<file path="src/rtl/kc_pkg.sv">
`default_nettype none

package kc_pkg;

  // Width of the k-mer length register and of the fixed result fields.
  localparam int LEN_W  = 4;
  localparam int CODE_W = 16;
  localparam int OCC_W  = 16;

  // Length that the register holds after reset.
  localparam logic [LEN_W-1:0] KMER_LEN_RESET = 4'd4;

  // Input command codes.
  typedef enum logic {
    CMD_PUSH  = 1'b0,
    CMD_CLEAR = 1'b1
  } cmd_code_t;

  // Controller states.
  typedef enum logic [1:0] {
    ST_SWEEP,
    ST_IDLE,
    ST_UPDATE
  } state_t;

  // Commands from the controller to the datapath.
  typedef struct packed {
    logic take;
    logic sweep;
    logic update;
  } ctrl_cmd_t;

  // Status from the datapath to the controller.
  typedef struct packed {
    logic is_clear;
    logic emit;
    logic sweep_last;
    logic out_free;
  } dp_status_t;

endpackage

`default_nettype wire

</file>
<file path="src/rtl/kc_ctrl.sv">
`default_nettype none

module kc_ctrl (
  input  wire                 clk,
  input  wire                 rst_n,
  input  wire                 in_valid,
  input  kc_pkg::dp_status_t  status,
  output logic                in_ready,
  output kc_pkg::ctrl_cmd_t   cmd
);

  kc_pkg::state_t state_r;
  kc_pkg::state_t state_nxt;

  // State register; reset starts with a pass that zeroes the table.
  always_ff @(posedge clk) begin
    if (!rst_n) begin
      state_r <= kc_pkg::ST_SWEEP;
    end else begin
      state_r <= state_nxt;
    end
  end

  // Next state and commands.
  always_comb begin
    state_nxt = state_r;
    cmd       = '0;
    in_ready  = 1'b0;
    unique case (state_r)
      kc_pkg::ST_SWEEP: begin
        cmd.sweep = 1'b1;
        if (status.sweep_last) begin
          state_nxt = kc_pkg::ST_IDLE;
        end
      end
      kc_pkg::ST_IDLE: begin
        in_ready = 1'b1;
        if (in_valid) begin
          cmd.take = 1'b1;
          if (status.is_clear) begin
            state_nxt = kc_pkg::ST_SWEEP;
          end else if (status.emit) begin
            state_nxt = kc_pkg::ST_UPDATE;
          end
        end
      end
      kc_pkg::ST_UPDATE: begin
        // Wait here until the result register can take the new count.
        if (status.out_free) begin
          cmd.update = 1'b1;
          state_nxt  = kc_pkg::ST_IDLE;
        end
      end
      default: begin
        state_nxt = kc_pkg::ST_SWEEP;
      end
    endcase
  end

endmodule

`default_nettype wire

</file>
<file path="config.mk">
export PLATFORM = sky130hd
export DESIGN_NAME = kc_ctrl
export DESIGN_NICKNAME = d
export VERILOG_FILES = /design/src/rtl/kc_pkg.sv /design/src/rtl/kc_ctrl.sv
export SDC_FILE = /design/constraint.sdc
export NUM_CORES = 1
export LEC_CHECK = 0
export BUFFER_PORTS_ARGS = -buffer_cell sky130_fd_sc_hd__buf_2
export CAP_MARGIN = 20
export CELL_PAD_IN_SITES_DETAIL_PLACEMENT = 0
export CELL_PAD_IN_SITES_GLOBAL_PLACEMENT = 1
export CORE_AREA = 2 2 39 41
export DETAILED_ROUTE_END_ITERATION = 12
export DIE_AREA = 0 0 41 43
export PLACE_DENSITY = 0.49
export SLEW_MARGIN = 20
export SYNTH_ARGS = -nofsm -noshare
export SYNTH_HDL_FRONTEND = slang
export SYNTH_SLANG_ARGS = --single-unit
</file>
<file path="constraint.sdc">
create_clock -name clk -period 1.17 [get_ports clk]
set_clock_uncertainty 0.05 [all_clocks]
set_input_delay 0.1755 -clock clk [delete_from_list [all_inputs] [get_ports clk]]
set_output_delay 0.1755 -clock clk [all_outputs]
set_load 0.02 [all_outputs]
</file>
==> results of run 1 <==
-- timing repair --
action | 4_1_cts | 5_1_grt
hold buffers | 0 | 0
gates resized for setup | 5 | 0
buffers inserted | 1 | 0
endpoints found under the setup margin | 3 | 1
-- metrics by stage --
stage               instance area (um2)  setup slack (ps)
CTS                                 238              2.80
global placement                    196               170
finish                              238              8.69
global route                        238             -22.9
detailed placement                  196               173
floorplan                           126               148
-- worst max-delay path: cells and delay by family (launching register included) --
family	cells	cell delay, ps
simple gates	1	240
buf+inv	1	120
flops	1	350
-- metal layers --
layer,track usage (%),vias up,part of all wire [%]
li1,-,82,-
met3,2.09,0,12
met1,7.01,59,48
met2,5.63,11,39
met5,0,-,0
met4,8.00,0,0
-- cells in the mapped netlist --
cell type,count
dfxtp_1,2
and4b_1,1
and3b_1,1
a21o_1,1
and4bb_1,1
nor2_1,2
or2_1,1
o211ai_1,1
nand2_1,1
a32o_1,1
nor2b_1,2
-- final cells by class --
cell class                 count  share of cell area (%)
clock buffer                   3                    9.47
multi-input combinational     12                    36.3
sequential                     2                    18.9
tap                           16                    8.42
timing repair buffer          11                    26.8
-- cells by family (layout without fill, tap and decap cells) --
group,count (synthesis),in the layout,synth area share [%]
compound gates,3,3,19.8
buf+inv,0,14,0
flops,2,2,31.7
simple gates,9,9,48.5
-- worst paths after layout --
| kind | endpoint | slack [ps] | cells past startpoint |
|---|---|---|---|
| setup / recovery | cmd[0] | 9 | 2 |
| hold / removal | state_r[0] | 170 | 2 |
| setup reg to reg | state_r[0] | 60 | 3 |
| hold reg to reg | state_r[1] | 570 | 2 |
-- power by group --
part           switching, uW  internal (uW)  total, uW
registers               4.87           72.7       77.6
clock network           40.7            113        154
logic                   27.9           27.9       55.8
==> metrics.md, run 1 <==
| Metric | Value |
|---|---|
| Total Wirelength | `~420 um` |
| First-pass GRT wire length | `586 um` |
| DRT iter0 DRCs | `3` |
| Largest net degree at the start of global routing | `7` |
| Static Leakage | `0.000128 uW` |
| DR vias | `152` |
| Slew HR | `88.6%` |
| Seq/Total Area, Yosys | `31.7%` |
| WHS | `168 ps` |
| Hold Crit Start | `rst_n` |
| Type of element launching the critical path | `flip-flop` |
| Via density | `approximately 3.5` |
| Regs by FF count | `state_r (2)` |
| Post-synth top area share | `31.7%` |
| Yosys warns | `0` |
| Number of antenna diodes | `0` |
| CTS tree | `done` |
| Worst Tran Pin Value | `171 ps` |
| Dpl cells | `40` |
| Vias in the first global route | `156` |
| Total congestion overflow | `0` |
| PD cells | `~1200 nW/um2` |
| Fin. max-slew vios | `0` |
| Row cnt | `14` |
| H-tree depth | `1` |
| Crit end category | `primary output` |
| Hold Violations, Final | `0` |
| CP max stage delay | `350 ps` |
| CP arrival | `940 ps` |
| Worst endpoint required time | `between 900 and 1000 ps` |
| Net Count, Synth | `21` |
| Clk_lat worst skew | `220 ps` |
| CTS Buf Count | `3` |
| Nets | `37` |
| Largest register FFs | `2` |
| Die W | `41 um` |
| Port Buffers | `10` |
| Worst R2R Start | `state_r[0]` |
| Die height | `43 um` |
| Mapped Avg Cell Area | `9.03 um2` |
| Total chip power | `287 uW` |
| Final design utilization | `17.2%` |
| CTS clk-pin slew, worst paths | `about 30 ps` |
| Yosys reg bits | `2` |
| Initial antenna violation count | `0` |
| Filler Cells Inserted | `approximately 170` |
| Main area contributors after synthesis | `dfxtp_1, and4bb_1, nor2b_1` |
| Synth Instances | `14` |
| Mapped cell area | `126 um2` |
| Fmax | `861 MHz` |
| # setup viols final | `0` |
| Status | `finished, final reports clean` |
| Most flops, register | `state_r` |
| Type of the worst setup path | `flip-flop to primary output` |
| Tot GR Track Use | `between 5 and 6%` |
| Antenna-violating nets left | `0` |
| Drt first pass iters | `4` |
| Setup TNS | `0 ps` |
| Worst path slowest cell | `dfxtp_4` |
| Most common cell after layout, fill and taps aside | `buf_2` |
| Register area | `45.0 um2` |
| Most frequent cells in the layout | `buf_2, clkbuf_4, nor2b_1, nor2_1` |
| Remaining DRCs | `0` |
| Fin crit period | `1160 ps` |
| Clk root buf | `clkbuf_4` |
| Top Ports | `11` |
| Crit path max fanout | `6` |
| Layout area overhead | `88.1%` |
| Worst Hold Class | `input port to flip-flop` |
| Post-route insts no fill | `44` |
| Total core area | `1380 um2` |
| Period utilization | `99.3%` |
| CP cell instances | `and3b_1, buf_6` |
| Multi-input gate area | `86.3 um2` |
| Initial Utilization | `approximately 9.1%` |
| Leading area contributor after synthesis | `dfxtp_1` |
| # Max-Cap Violations | `0` |
| CTS Sinks | `2` |
| Maximum vdd ir drop | `around 0.28 mV` |
| CP startpoint | `state_r[0]` |
| Die Area | `1760 um2` |
| Synth unique cells | `11` |
| Ratio of cells with drive above 1 in the final layout | `57.1%` |
| GP Congestion | `approximately 0.65` |
| RSZ-0062 raised after global routing | `true` |
| WL/cell | `9.45 um` |
| Maximum buffer depth of the clock tree | `2` |
Note: power is estimated with default switching activity, not from simulation.
==> run 2, diff against run 1 <==
- BUFFER_PORTS_ARGS: -buffer_cell sky130_fd_sc_hd__buf_2 -> -buffer_cell sky130_fd_sc_hd__clkbuf_2
==> run 2 against run 1 <==
The flow now finishes with violations (negative setup slack). Sequential power is 2% higher. Core utilization is 0.36 points higher. Global-route usage is 0.41 points higher. Flip-flop and latch count stayed put. Non-clock buffer count stayed put. Worst hold slack worse by 21 ps. Critical path depth stayed put.
==> metrics.md, run 2 (same netlist as run 1, synthesis figures left out) <==
| Metric | Value |
|---|---|
| Initial Utilization | `under 10%` |
| CP cell instances | `and3b_1, clkbuf_8` |
| # Max-Cap Violations | `0` |
| Hold Buf Count CTS | `0` |
| Crit end category | `primary output` |
| Remaining DRCs | `0` |
| First-pass GRT wire length | `669 um` |
| Largest net degree at the start of global routing | `9` |
| Via density | `3.66` |
| Die W | `41 um` |
| CTS Sinks | `2` |
| Most common cell after layout, fill and taps aside | `clkbuf_2` |
| WL/cell | `9.18 um` |
| Setup TNS | `-23.6 ps` |
| Type of the worst setup path | `flip-flop to primary output` |
| H-tree depth | `1` |
| Most frequent cells in the layout | `clkbuf_2, clkbuf_4, buf_4` |
| RSZ-0062 raised after global routing | `true` |
| Top Ports | `11` |
| WHS | `147 ps` |
| CP max stage delay | `330 ps` |
| Period utilization | `102%` |
| Number of antenna diodes | `0` |
| Slew HR | `89.4%` |
| Final worst slack | `-23.6 ps` |
| Largest register FFs | `2` |
| Initial antenna violation count | `0` |
| # setup viols final | `1` |
| Tot GR Track Use | `6.01%` |
| CTS clk-pin slew, worst paths | `30 ps` |
| Static Leakage | `0.000131 uW` |
| Maximum vdd ir drop | `0.376 mV` |
| CTS Buf Count | `3` |
| Fin crit period | `1190 ps` |
| Crit path max fanout | `8` |
| R2r setup slk | `110 ps` |
| Row cnt | `14` |
| Regs by FF count | `state_r (2)` |
| Most flops, register | `state_r` |
| Worst Hold Class | `input port to flip-flop` |
| PD cells | `1170 nW/um2` |
| Fmax | `838 MHz` |
| Pre-CTS setup slack | `163 ps` |
| Clk root buf | `clkbuf_4` |
| Port Buffers | `10` |
| GP Congestion | `0.660` |
| Ratio of cells with drive above 1 in the final layout | `around 57%` |
| Total core area | `1380 um2` |
| Layout area overhead | `92.1%` |
| Maximum buffer depth of the clock tree | `2` |
| Worst path slowest cell | `dfxtp_2` |
| DR vias | `~160` |
| Antenna-violating nets left | `0` |
| Fin. max-slew vios | `0` |
| Failing checks | `negative setup slack` |
| Die height | `43 um` |
| Die Area | `1760 um2` |
| Type of element launching the critical path | `flip-flop` |
| Vias in the first global route | `roughly 180` |
| Nets | `37` |
| CP arrival | `970 ps` |
| Dpl cells | `40` |
| Drt first pass iters | `1` |
| Filler Cells Inserted | `~160` |
| CTS tree | `done` |
| Post-route insts no fill | `44` |
| Worst Tran Pin Value | `approximately 160 ps` |
| Total Wirelength | `404 um` |
| DRT iter0 DRCs | `0` |
| Hold Violations, Final | `0` |
| Clk_lat worst skew | `220 ps` |
| Status | `complete, but fails checks` |
| Total congestion overflow | `0` |
| Worst endpoint required time | `approximately 940 ps` |
-- run 2: timing repair --
item,4_1_cts,5_1_grt
setup endpoints to repair,3,3
hold endpoints to repair,0,0
resized for setup,4,4
setup buffers,1,0
pin swaps,0,0
-- run 2: area by class of cell --
cell class              instances  area, um2  area share (%)
multi-input cells              12       86.3            35.6
flip-flops and latches          2       42.5            17.5
well taps                      16       20.0            8.25
repair buffers                 11       71.3            29.4
clock buffers                   3       22.5            9.28
-- run 2: report_power, final --
part / total, uW / leakage [uW] / switching [uW] / internal, uW
clock: 152 / 0.0000138 / 39.0 / 113
sequential: 78.8 / 0.0000172 / 5.43 / 73.4
combinational: 53.8 / 0.0000999 / 26.3 / 27.5
-- run 2: critical path, delay by kind of cell (launching register included) --
kind | cells | cell delay (ps)
flops | 1 | 330
simple gates | 1 | 250
buf+inv | 1 | 160
-- run 2: path summary, 6_finish.rpt --
path / from / endpoint / cells after the start
hold reg to reg: state_r[0] / state_r[0] / 2
setup / recovery: state_r[0] / cmd[0] / 2
hold / removal: rst_n / state_r[0] / 2
setup reg to reg: state_r[0] / state_r[0] / 3
-- run 2: per-layer routing --
layer / global-route usage [%] / share of wire [%]
met1: 7.99 / 53
met2: 6.25 / 37
met3: 1.57 / 8.9
met4: 8.00 / 0
met5: 0 / 0
-- run 2: metrics by stage --
stage                     total power, uW  area [um2]  util (%)
after floorplan                       105         126         -
after global placement                129         196      14.2
after CTS                             293         238      17.2
final                                 285         243      17.5
after detailed placement              129         196      14.2
after global routing                  303         243      17.5
